$ cat config.mk
export PLATFORM = sky130hd
export DESIGN_NAME = fbcm_ctrl
export DESIGN_NICKNAME = d
export VERILOG_FILES = /design/src/rtl/fbcm_pkg.sv /design/src/rtl/fbcm_ctrl.sv
export SDC_FILE = /design/constraint.sdc
export NUM_CORES = 1
export LEC_CHECK = 0
export ABC_CLOCK_PERIOD_IN_PS = 2300
export BUFFER_PORTS_ARGS = -buffer_cell sky130_fd_sc_hd__buf_2
export CORE_AREA = 10 10 47 49
export DETAILED_ROUTE_END_ITERATION = 6
export DIE_AREA = 0 0 57 59
export GPL_ROUTABILITY_DRIVEN = 0
export PLACE_DENSITY = 0.71
export SETUP_SLACK_MARGIN = 0.02
export SLEW_MARGIN = 20
export SYNTH_ARGS = -nofsm -noshare
export SYNTH_HDL_FRONTEND = slang
export SYNTH_SLANG_ARGS = --single-unit
$ cat constraint.sdc
create_clock -name clk -period 2.3 [get_ports clk]
set_input_delay 0.23 -clock clk [delete_from_list [all_inputs] [get_ports clk]]
set_output_delay 0.23 -clock clk [all_outputs]
set_load 0.02 [all_outputs]
$ cat src/rtl/fbcm_pkg.sv
package fbcm_pkg;

    typedef enum logic [1:0] {
        CMD_SEEK_SET = 2'd0,
        CMD_SEEK_CUR = 2'd1,
        CMD_SEEK_END = 2'd2,
        CMD_READ     = 2'd3
    } cmd_t;

    typedef enum logic [1:0] {
        STAT_OK        = 2'd0,
        STAT_BAD_CMD   = 2'd1,
        STAT_TRUNCATED = 2'd2
    } status_t;

    typedef enum logic [1:0] {
        REG_FILE_SIZE   = 2'd0,
        REG_BLOCK_SHIFT = 2'd1,
        REG_SLOT_COUNT  = 2'd2
    } reg_index_t;

    localparam logic [4:0]  SHIFT_MIN       = 5'd4;
    localparam logic [4:0]  SHIFT_MAX       = 5'd20;
    localparam logic [31:0] FILE_SIZE_RESET = 32'd0;
    localparam logic [4:0]  SHIFT_RESET     = 5'd12;
    localparam logic [6:0]  SLOTS_RESET     = 7'd64;

    typedef enum logic [3:0] {
        ST_CLEAR,
        ST_IDLE,
        ST_SEEK,
        ST_CHECK,
        ST_LOOKUP,
        ST_EVRD,
        ST_EVWR,
        ST_FILL,
        ST_EMIT,
        ST_EMPTY
    } state_t;

    typedef struct packed {
        logic accept;
        logic clr_step;
        logic check;
        logic lookup;
        logic ev_latch;
        logic ev_wr;
        logic fill_wr;
        logic emit_chunk;
        logic emit_seek;
        logic emit_empty;
    } dp_cmd_t;

    typedef struct packed {
        logic flush;
        logic clr_done;
        logic is_read;
        logic empty;
        logic hit;
        logic room;
        logic last;
        logic out_free;
    } dp_stat_t;

endpackage

$ cat src/rtl/fbcm_ctrl.sv
module fbcm_ctrl (
    input  logic              clk,
    input  logic              rst_n,
    input  logic              in_valid,
    output logic              in_stall,
    input  fbcm_pkg::dp_stat_t st,
    output fbcm_pkg::dp_cmd_t  cmd
);

    fbcm_pkg::state_t state_reg;
    fbcm_pkg::state_t state_next;

    always_ff @(posedge clk or negedge rst_n)
    begin
        if (!rst_n)
        begin
            state_reg <= fbcm_pkg::ST_CLEAR;
        end
        else
        begin
            state_reg <= state_next;
        end
    end

    always_comb
    begin
        state_next = state_reg;
        cmd        = '0;
        in_stall   = 1'b1;
        case (state_reg)
            fbcm_pkg::ST_CLEAR:
            begin
                cmd.clr_step = 1'b1;
                if (st.clr_done)
                begin
                    state_next = fbcm_pkg::ST_IDLE;
                end
            end
            fbcm_pkg::ST_IDLE:
            begin
                in_stall = st.flush;
                if (in_valid && !st.flush)
                begin
                    cmd.accept = 1'b1;
                    state_next = st.is_read ? fbcm_pkg::ST_CHECK : fbcm_pkg::ST_SEEK;
                end
            end
            fbcm_pkg::ST_SEEK:
            begin
                if (st.out_free)
                begin
                    cmd.emit_seek = 1'b1;
                    state_next    = fbcm_pkg::ST_IDLE;
                end
            end
            fbcm_pkg::ST_CHECK:
            begin
                if (st.empty)
                begin
                    state_next = fbcm_pkg::ST_EMPTY;
                end
                else
                begin
                    cmd.check  = 1'b1;
                    state_next = fbcm_pkg::ST_LOOKUP;
                end
            end
            fbcm_pkg::ST_LOOKUP:
            begin
                cmd.lookup = 1'b1;
                if (st.hit)
                begin
                    state_next = fbcm_pkg::ST_EMIT;
                end
                else if (st.room)
                begin
                    state_next = fbcm_pkg::ST_FILL;
                end
                else
                begin
                    state_next = fbcm_pkg::ST_EVRD;
                end
            end
            fbcm_pkg::ST_EVRD:
            begin
                cmd.ev_latch = 1'b1;
                state_next   = fbcm_pkg::ST_EVWR;
            end
            fbcm_pkg::ST_EVWR:
            begin
                cmd.ev_wr  = 1'b1;
                state_next = fbcm_pkg::ST_FILL;
            end
            fbcm_pkg::ST_FILL:
            begin
                cmd.fill_wr = 1'b1;
                state_next  = fbcm_pkg::ST_EMIT;
            end
            fbcm_pkg::ST_EMIT:
            begin
                if (st.out_free)
                begin
                    cmd.emit_chunk = 1'b1;
                    state_next     = st.last ? fbcm_pkg::ST_IDLE : fbcm_pkg::ST_CHECK;
                end
            end
            fbcm_pkg::ST_EMPTY:
            begin
                if (st.out_free)
                begin
                    cmd.emit_empty = 1'b1;
                    state_next     = fbcm_pkg::ST_IDLE;
                end
            end
            default:
            begin
                state_next = fbcm_pkg::ST_CLEAR;
            end
        endcase
        // a register write reopens the file: wipe the map again
        if (st.flush)
        begin
            state_next = fbcm_pkg::ST_CLEAR;
        end
    end

endmodule

# Word-level counts from Yosys, hierarchy flattened
# Index checks and enable logic that the tools add are counted.
word_totals:
  reg_bits: 4
  elab_cells: 44
  in_bits: 11
  output_inout_bits: 11
op_classes:
  reduce_logical: 5
  n_eq_ne: 13
  mux: 25
op_table:
  columns: ["cell", "n"]
  rows:
  - ["case mux 4 bit (9 select lines)", 1]
  - ["2-to-1 mux 4 bit", 7]
  - ["== test 4 x 3 -> 1 bit (second input constant)", 4]
  - ["2-to-1 mux 1 bit", 15]
  - ["inequality test 3 bit (second input constant)", 3]
  - ["== test 4 x 2 -> 1 bit (second input constant)", 2]
  - ["== test 4 bit (second input constant)", 2]
  - ["== test 4 x 1 -> 1 bit (second input constant)", 1]
  - ["zero test 4 bit", 1]
  - ["2-to-1 mux 2 bit", 2]
  - ["AND reduction 4 bit", 1]
  - ["inequality test 3 x 1 -> 1 bit (second input constant)", 1]
  - ["OR reduction 2 bit", 1]
  - ["logical AND 1 bit", 1]
  - ["zero test 1 bit", 1]

# Depth between registers and ports, before layout
# Gate-level depths: netlist of run 1.
depth:
  depth_word: 5
  ltp_mapped: 6
  mapped_depth_nobuf: 4

# Worst setup path before layout of run 1
# Ideal clock, no wire load.
synth_timing:
  kind: "flip-flop to output port"
  startpoint: "register state_reg[3]"
  endpoint: "output cmd[1] (netlist name)"
  arrival_time_ns: 1.429
  stages_incl_launch_ff: 3
  setup_slack_ns: 0.641
  t_required_ns: 2.070
  path_cell_list: "dfrtp_1 > or2_0 > nor4b_1"
synth_lines:
  columns: ["item", "line_no", "source"]
  rows:
  - ["from (decl)", "fbcm_ctrl.sv:10", "fbcm_pkg::state_t state_reg;"]
  - ["from (signal assigned)", "fbcm_ctrl.sv:17", "state_reg <= fbcm_pkg::ST_CLEAR;"]
  - ["from (signal assigned)", "fbcm_ctrl.sv:21", "state_reg <= state_next;"]
  - ["to (decl)", "fbcm_ctrl.sv:7", "output fbcm_pkg::dp_cmd_t cmd"]

==> reports/results.txt, run 1 <==
GRT met2 Usage = 0.129
post-route ant nets = 0
M3 GR Usage = 0.0172
Clk Latency, worst-skew pair = 0.23 ns
Clock Tree Buf Depth = 2
TNS Setup = 0 ns
Pleak = 0.274 nW
via count = 536
first-pass GRT wire length = 2190 um
crit path time final = 1.98 ns
sequential element share of the synthesized area = 0.224
fin. max-slew vios = 0
Fillers = 165
vias in the first global route = 529
DP Worst Slack = 0.539 ns
Worst Tran Pin Value = 0.511 ns
Core ar. = 1400 um^2
run status = finished, final reports clean
DRT Wirelength = 1350 um
clock buffer count from CTS = 3
Core Util, Final = 0.418
Port Buffers = 21
final period utilization = 0.859
GRT Overall Usage = 0.0800
commonest cells after routing, fill and taps aside = 21 x buf_2, 10 x nor2_1, 6 x nor3_1
area grow syn2layout = 31.1%
total of max-cap violations = 0
cell count after synthesis = 63
drt pass-1 iters = 4
Setup crit end kind = output pin
fmax = 506 MHz
initial antenna violation count = 0
die area = 3360 um^2
Fin. Hold Viols = 0
CP Launch Type = register
mux cell area share after synthesis = 0.0336
clk root buf = clkbuf_4
Synth Cell Area = 447 um^2
CP required = 2.07 ns
CP Buf/Inv Count = 1
CTS tree = built
Final Net Count = 97
worst-path fanout max = 13
RSZ-0062 raised after global routing = false
Final Worst Setup Slack = 0.323 ns
pwr dens = 680 nW/um^2
DP HPWL = 1030 um
area of the multi-input gates = 302 um^2
First DRT Iteration DRCs = 6
Cells after DPL = 96
PostCTS Resize Cnt = 0
total power = 398 uW
number of library cell types mapped by synthesis = 26
VDD IR max = 405 uV
gr ovfl total = 0
syn_nets = 74
r2r setup slk = 0.53 ns
Synth Warn # = 0
Largest delay share family, worst path = simple AND/OR/NAND/NOR gates
syn_area_per_cell = 7.09 um^2
HP Class = primary input to register
Post-Synth XOR/XNOR Area = 0
Critical Path Max Stage Delay = 0.50 ns
setup bufs post-CTS = 0
slowest CP cell = dfrtp_1
routing usage on met1 = 0.0940
cts hold-fix bufs = 1
Die W = 57 um
relative slew slack = 0.660
CTS H-Tree Depth = 1
Wirelength per Cell = 13.5 um
Final Non-Filler Cells = 100
GR peak layer = met2
commonest non-fill, non-tap cell in the layout = buf_2
Post-Synth Adder-Cell Area = 0
Cell Chain, Critical Path = or2_0 -> or3_1 -> nor2_1 -> buf_2
die height = 59 um
Clock Sinks = 4
Site Rows = 14
# IOs = 22
Worst Skew = 0.00502 ns
final setup violating endpoints = 0
CP Class = register to output pin
Critical Path AT = 1.75 ns
via/cell ratio = 5.36
drc violations = 0
Compound-Gate Fraction of Synth Area = 0.275
FF+latch count, synth = 4
initial core utilization = 0.319
layout cells sized above 1 = 0.333
clock transition at the registers of the reported paths = 0.03 ns
diode count = 0
sequential standard cell area = 100 um^2
Synth Area in Simple Gates = 0.367
max reg flops = 4
largest net degree at the start of global routing = 18
largest family of logic cells by synthesized area = simple AND/OR/NAND/NOR gates
## stage by stage
stage	cell area [um^2]	hold WS, ns
after floorplan	447	-0.0656
after global placement	553	0.0350
after detailed placement	553	0.0340
after CTS	586	0.240
after global routing	586	0.273
final	586	0.240
## final cells by class
| cell class | instances | area share |
|---|---|---|
| Multi-Input combinational cell | 49 | 0.515 |
| Timing Repair Buffer | 23 | 0.209 |
| Sequential cell | 4 | 0.171 |
| Clock buffer | 3 | 0.0385 |
| Tap cell | 16 | 0.0342 |
| Inverter | 5 | 0.0321 |
## power by group
group,internal [mW],switching [mW]
logic,0.0906,0.0964
clock network,0.0582,0.0271
registers,0.0808,0.0449
## Yosys cell counts
library cell,instances,share of area
buf_6,1,0.025
nor2b_1,3,0.042
nor3b_1,1,0.017
a211oi_1,2,0.034
or3_1,2,0.028
o32a_1,2,0.045
inv_1,5,0.042
o32ai_1,1,0.020
clkbuf_1,4,0.034
o21ai_0,3,0.034
a31oi_1,1,0.014
nand2b_1,2,0.028
or2_0,1,0.014
nor4b_1,1,0.020
dfrtp_1,4,0.22
nand2_1,2,0.017
o32ai_2,1,0.036
mux2_4,1,0.034
o211ai_1,1,0.017
and2_4,1,0.020
a21oi_1,5,0.056
nor3_1,6,0.067
a311oi_1,1,0.020
nand3_1,1,0.011
nand4b_1,1,0.020
nor2_1,10,0.084
## cell families after synthesis
family | count (synthesis)
flops | 4
buf+inv | 10
compound gates | 17
simple gates | 31
mux | 1
## worst paths after layout
check                        startpoint           end  cells after the start
min                               st[7]  state_reg[3]                      2
min reg2reg                state_reg[3]  state_reg[2]                      1
max                        state_reg[3]        cmd[9]                      4
min in group asynchronous         rst_n  state_reg[0]                      2
max in group asynchronous         rst_n  state_reg[2]                      2
max reg2reg                state_reg[0]  state_reg[0]                      4
## routing by layer
| layer | up-vias | share of wire | wire (um) |
|---|---|---|---|
| met1 | 247 | 0.48 | 643 |
| li1 | 273 | - | - |
| met4 | 0 | 0.010 | 14 |
| met2 | 14 | 0.49 | 661 |
| met3 | 2 | 0.022 | 29 |
| met5 | - | 0 | 0 |
Power figures use the tool's default switching activity.
==> run 2, diff against run 1 <==
- ABC_CLOCK_PERIOD_IN_PS: 2300 -> 2200
- SETUP_SLACK_MARGIN: 0.02 -> not set
- clock period: 2.3 -> 2.2 ns (I/O delays scaled with it)
==> run 2 against run 1 <==
Against the previous run:
- worst hold slack lost 0.021 ns
- critical path depth grew 1
- clock skew grew 0.0020 ns
- sequential share of layout area shrank 0.22 points
- routed wire length grew 4.7%
- cell count grew 1.0%
- power grew 8.7%
- non-clock buffer count grew 1
- largest cell class unchanged
==> reports/results.txt, run 2 (synthesis results as in run 1) <==
via count = 538 (+0.37%)
slowest CP cell = dfrtp_1
die area = 3360 um^2 (unchanged)
Critical Path AT = 1.73 ns (-0.02 ns)
DRT Wirelength = 1410 um (+4.7%)
total power = 433 uW (+8.7%)
CP Buf/Inv Count = 2 (+1)
final setup violating endpoints = 0 (unchanged)
drc violations = 0 (unchanged)
Core ar. = 1400 um^2 (unchanged)
max reg flops = 4 (unchanged)
Fin. Hold Viols = 0 (unchanged)
gr ovfl total = 0 (unchanged)
pwr dens = 730 nW/um^2 (+7.3%)
Cells after DPL = 97 (+1.0%)
fmax = 514 MHz
clk root buf = clkbuf_4
post-route ant nets = 0 (unchanged)
Clock Tree Buf Depth = 2 (unchanged)
relative slew slack = 0.693 (+0.0331)
VDD IR max = 340 uV (-16%)
Cell Chain, Critical Path = inv_1 -> nand2_1 -> or3_1 -> nor2_1 -> buf_2
DP HPWL = 1060 um (+2.4%)
GRT Overall Usage = 0.0810 (+0.000970)
total of max-cap violations = 0 (unchanged)
Die W = 57 um (unchanged)
Largest delay share family, worst path = simple AND/OR/NAND/NOR gates
worst r2r dst = state_reg[0]
CP required = 1.98 ns (-0.09 ns)
First DRT Iteration DRCs = 4 (-2)
CP Launch Type = register
CTS tree = built
Clk Latency, worst-skew pair = 0.24 ns (about the same)
commonest cells after routing, fill and taps aside = 21 x buf_2, 10 x nor2_1, 6 x nor3_1
Site Rows = 14 (unchanged)
r2r setup slk = 0.48 ns (-0.05 ns)
run status = finished, final reports clean
Worst Skew = 0.00698 ns (+0.00196 ns)
Critical Path Max Stage Delay = 0.54 ns (+0.04 ns)
area grow syn2layout = 32.8%
final period utilization = 0.885
first-pass GRT wire length = 2180 um (-0.64%)
layout cells sized above 1 = 0.341 (+0.00784)
TNS Setup = 0 ns (unchanged)
Final Net Count = 98 (+1.0%)
worst-path fanout max = 16 (+3)
vias in the first global route = 543 (+2.6%)
min-delay src = st[7]
fin. max-slew vios = 0 (unchanged)
WHS Endpoint = state_reg[2]
PostCTS Resize Cnt = 0 (unchanged)
clock buffer count from CTS = 3 (unchanged)
Setup crit end kind = output pin
Wirelength per Cell = 14.0 um (+3.6%)
diode count = 0 (unchanged)
r2r startpoint = state_reg[3]
HP Class = primary input to register
Reg2Reg Depth = 4 (unchanged)
CP Class = register to output pin
commonest non-fill, non-tap cell in the layout = buf_2
# IOs = 22 (unchanged)
Hold Crit Depth = 2 (unchanged)
clock transition at the registers of the reported paths = 0.04 ns (about the same)
initial antenna violation count = 0 (unchanged)
Final Non-Filler Cells = 101 (+1.0%)
CTS H-Tree Depth = 1 (unchanged)
Pleak = 0.279 nW (+1.9%)
largest net degree at the start of global routing = 17 (-1)
Clock Sinks = 4 (unchanged)
via/cell ratio = 5.33 (-0.62%)
Port Buffers = 21 (unchanged)
die height = 59 um (unchanged)
initial core utilization = 0.319 (unchanged)
RSZ-0062 raised after global routing = false
crit path time final = 1.95 ns
drt pass-1 iters = 4 (unchanged)
Worst Tran Pin Value = 0.461 ns (-0.0496 ns)
## run 2: worst register-to-register path: stages, from the launching register on
cell,delay [ns]
dfrtp_1,0.50
or2_0,0.37
or3_1,0.40
and2_4,0.17
o32ai_2,0.19
## run 2: cell type report
class | count | area (um^2)
inverter | 5 | 18.8
tap | 16 | 20.0
fill | 163 | 808
sequential | 4 | 100
multi-input combinational | 49 | 302
timing repair buffer | 24 | 130
clock buffer | 3 | 22.5
## run 2: how the worst max path moves through the flow
stage                       startpoint            to  slack, ns  cells past startpoint
after global placement    state_reg[1]        cmd[9]       0.53                      5
final                     state_reg[1]        cmd[9]       0.25                      5
after global routing      state_reg[3]        cmd[9]       0.16                      4
after detailed placement  state_reg[3]  state_reg[0]       0.51                      4
after floorplan           state_reg[3]        cmd[1]       0.55                      2
after CTS                 state_reg[3]        cmd[9]       0.25                      4
## run 2: power by group
part,internal [mW],leakage [nW],switching [mW]
logic,0.103,0.211,0.128
registers,0.0850,0.0544,0.0246
clock network,0.0611,0.0138,0.0315
total,0.249,0.279,0.184
## run 2: layer usage
layer | global-route usage | part of all wire | vias to the layer above
met1 | 0.0872 | 0.45 | 242
met3 | 0.0322 | 0.045 | 3
met2 | 0.121 | 0.49 | 22
met5 | 0 | 0 | -
met4 | 0.0705 | 0.012 | 0
li1 | - | - | 271
## run 2: metrics by stage
stage / hold slack, ns / worst slack [ns] / utilization / instance area, um^2
after CTS: 0.218 / 0.254 / 0.423 / 593
after global routing: 0.225 / 0.158 / 0.423 / 593
after floorplan: -0.0756 / 0.551 / - / 447
final: 0.218 / 0.254 / 0.423 / 593
after detailed placement: 0.0255 / 0.510 / 0.400 / 561
after global placement: 0.0241 / 0.534 / 0.400 / 561
## run 2: repair_timing
action                                 CTS  global route
hold buffers                             1             0
buffers inserted                         0             0
endpoints found under the hold margin    4             0
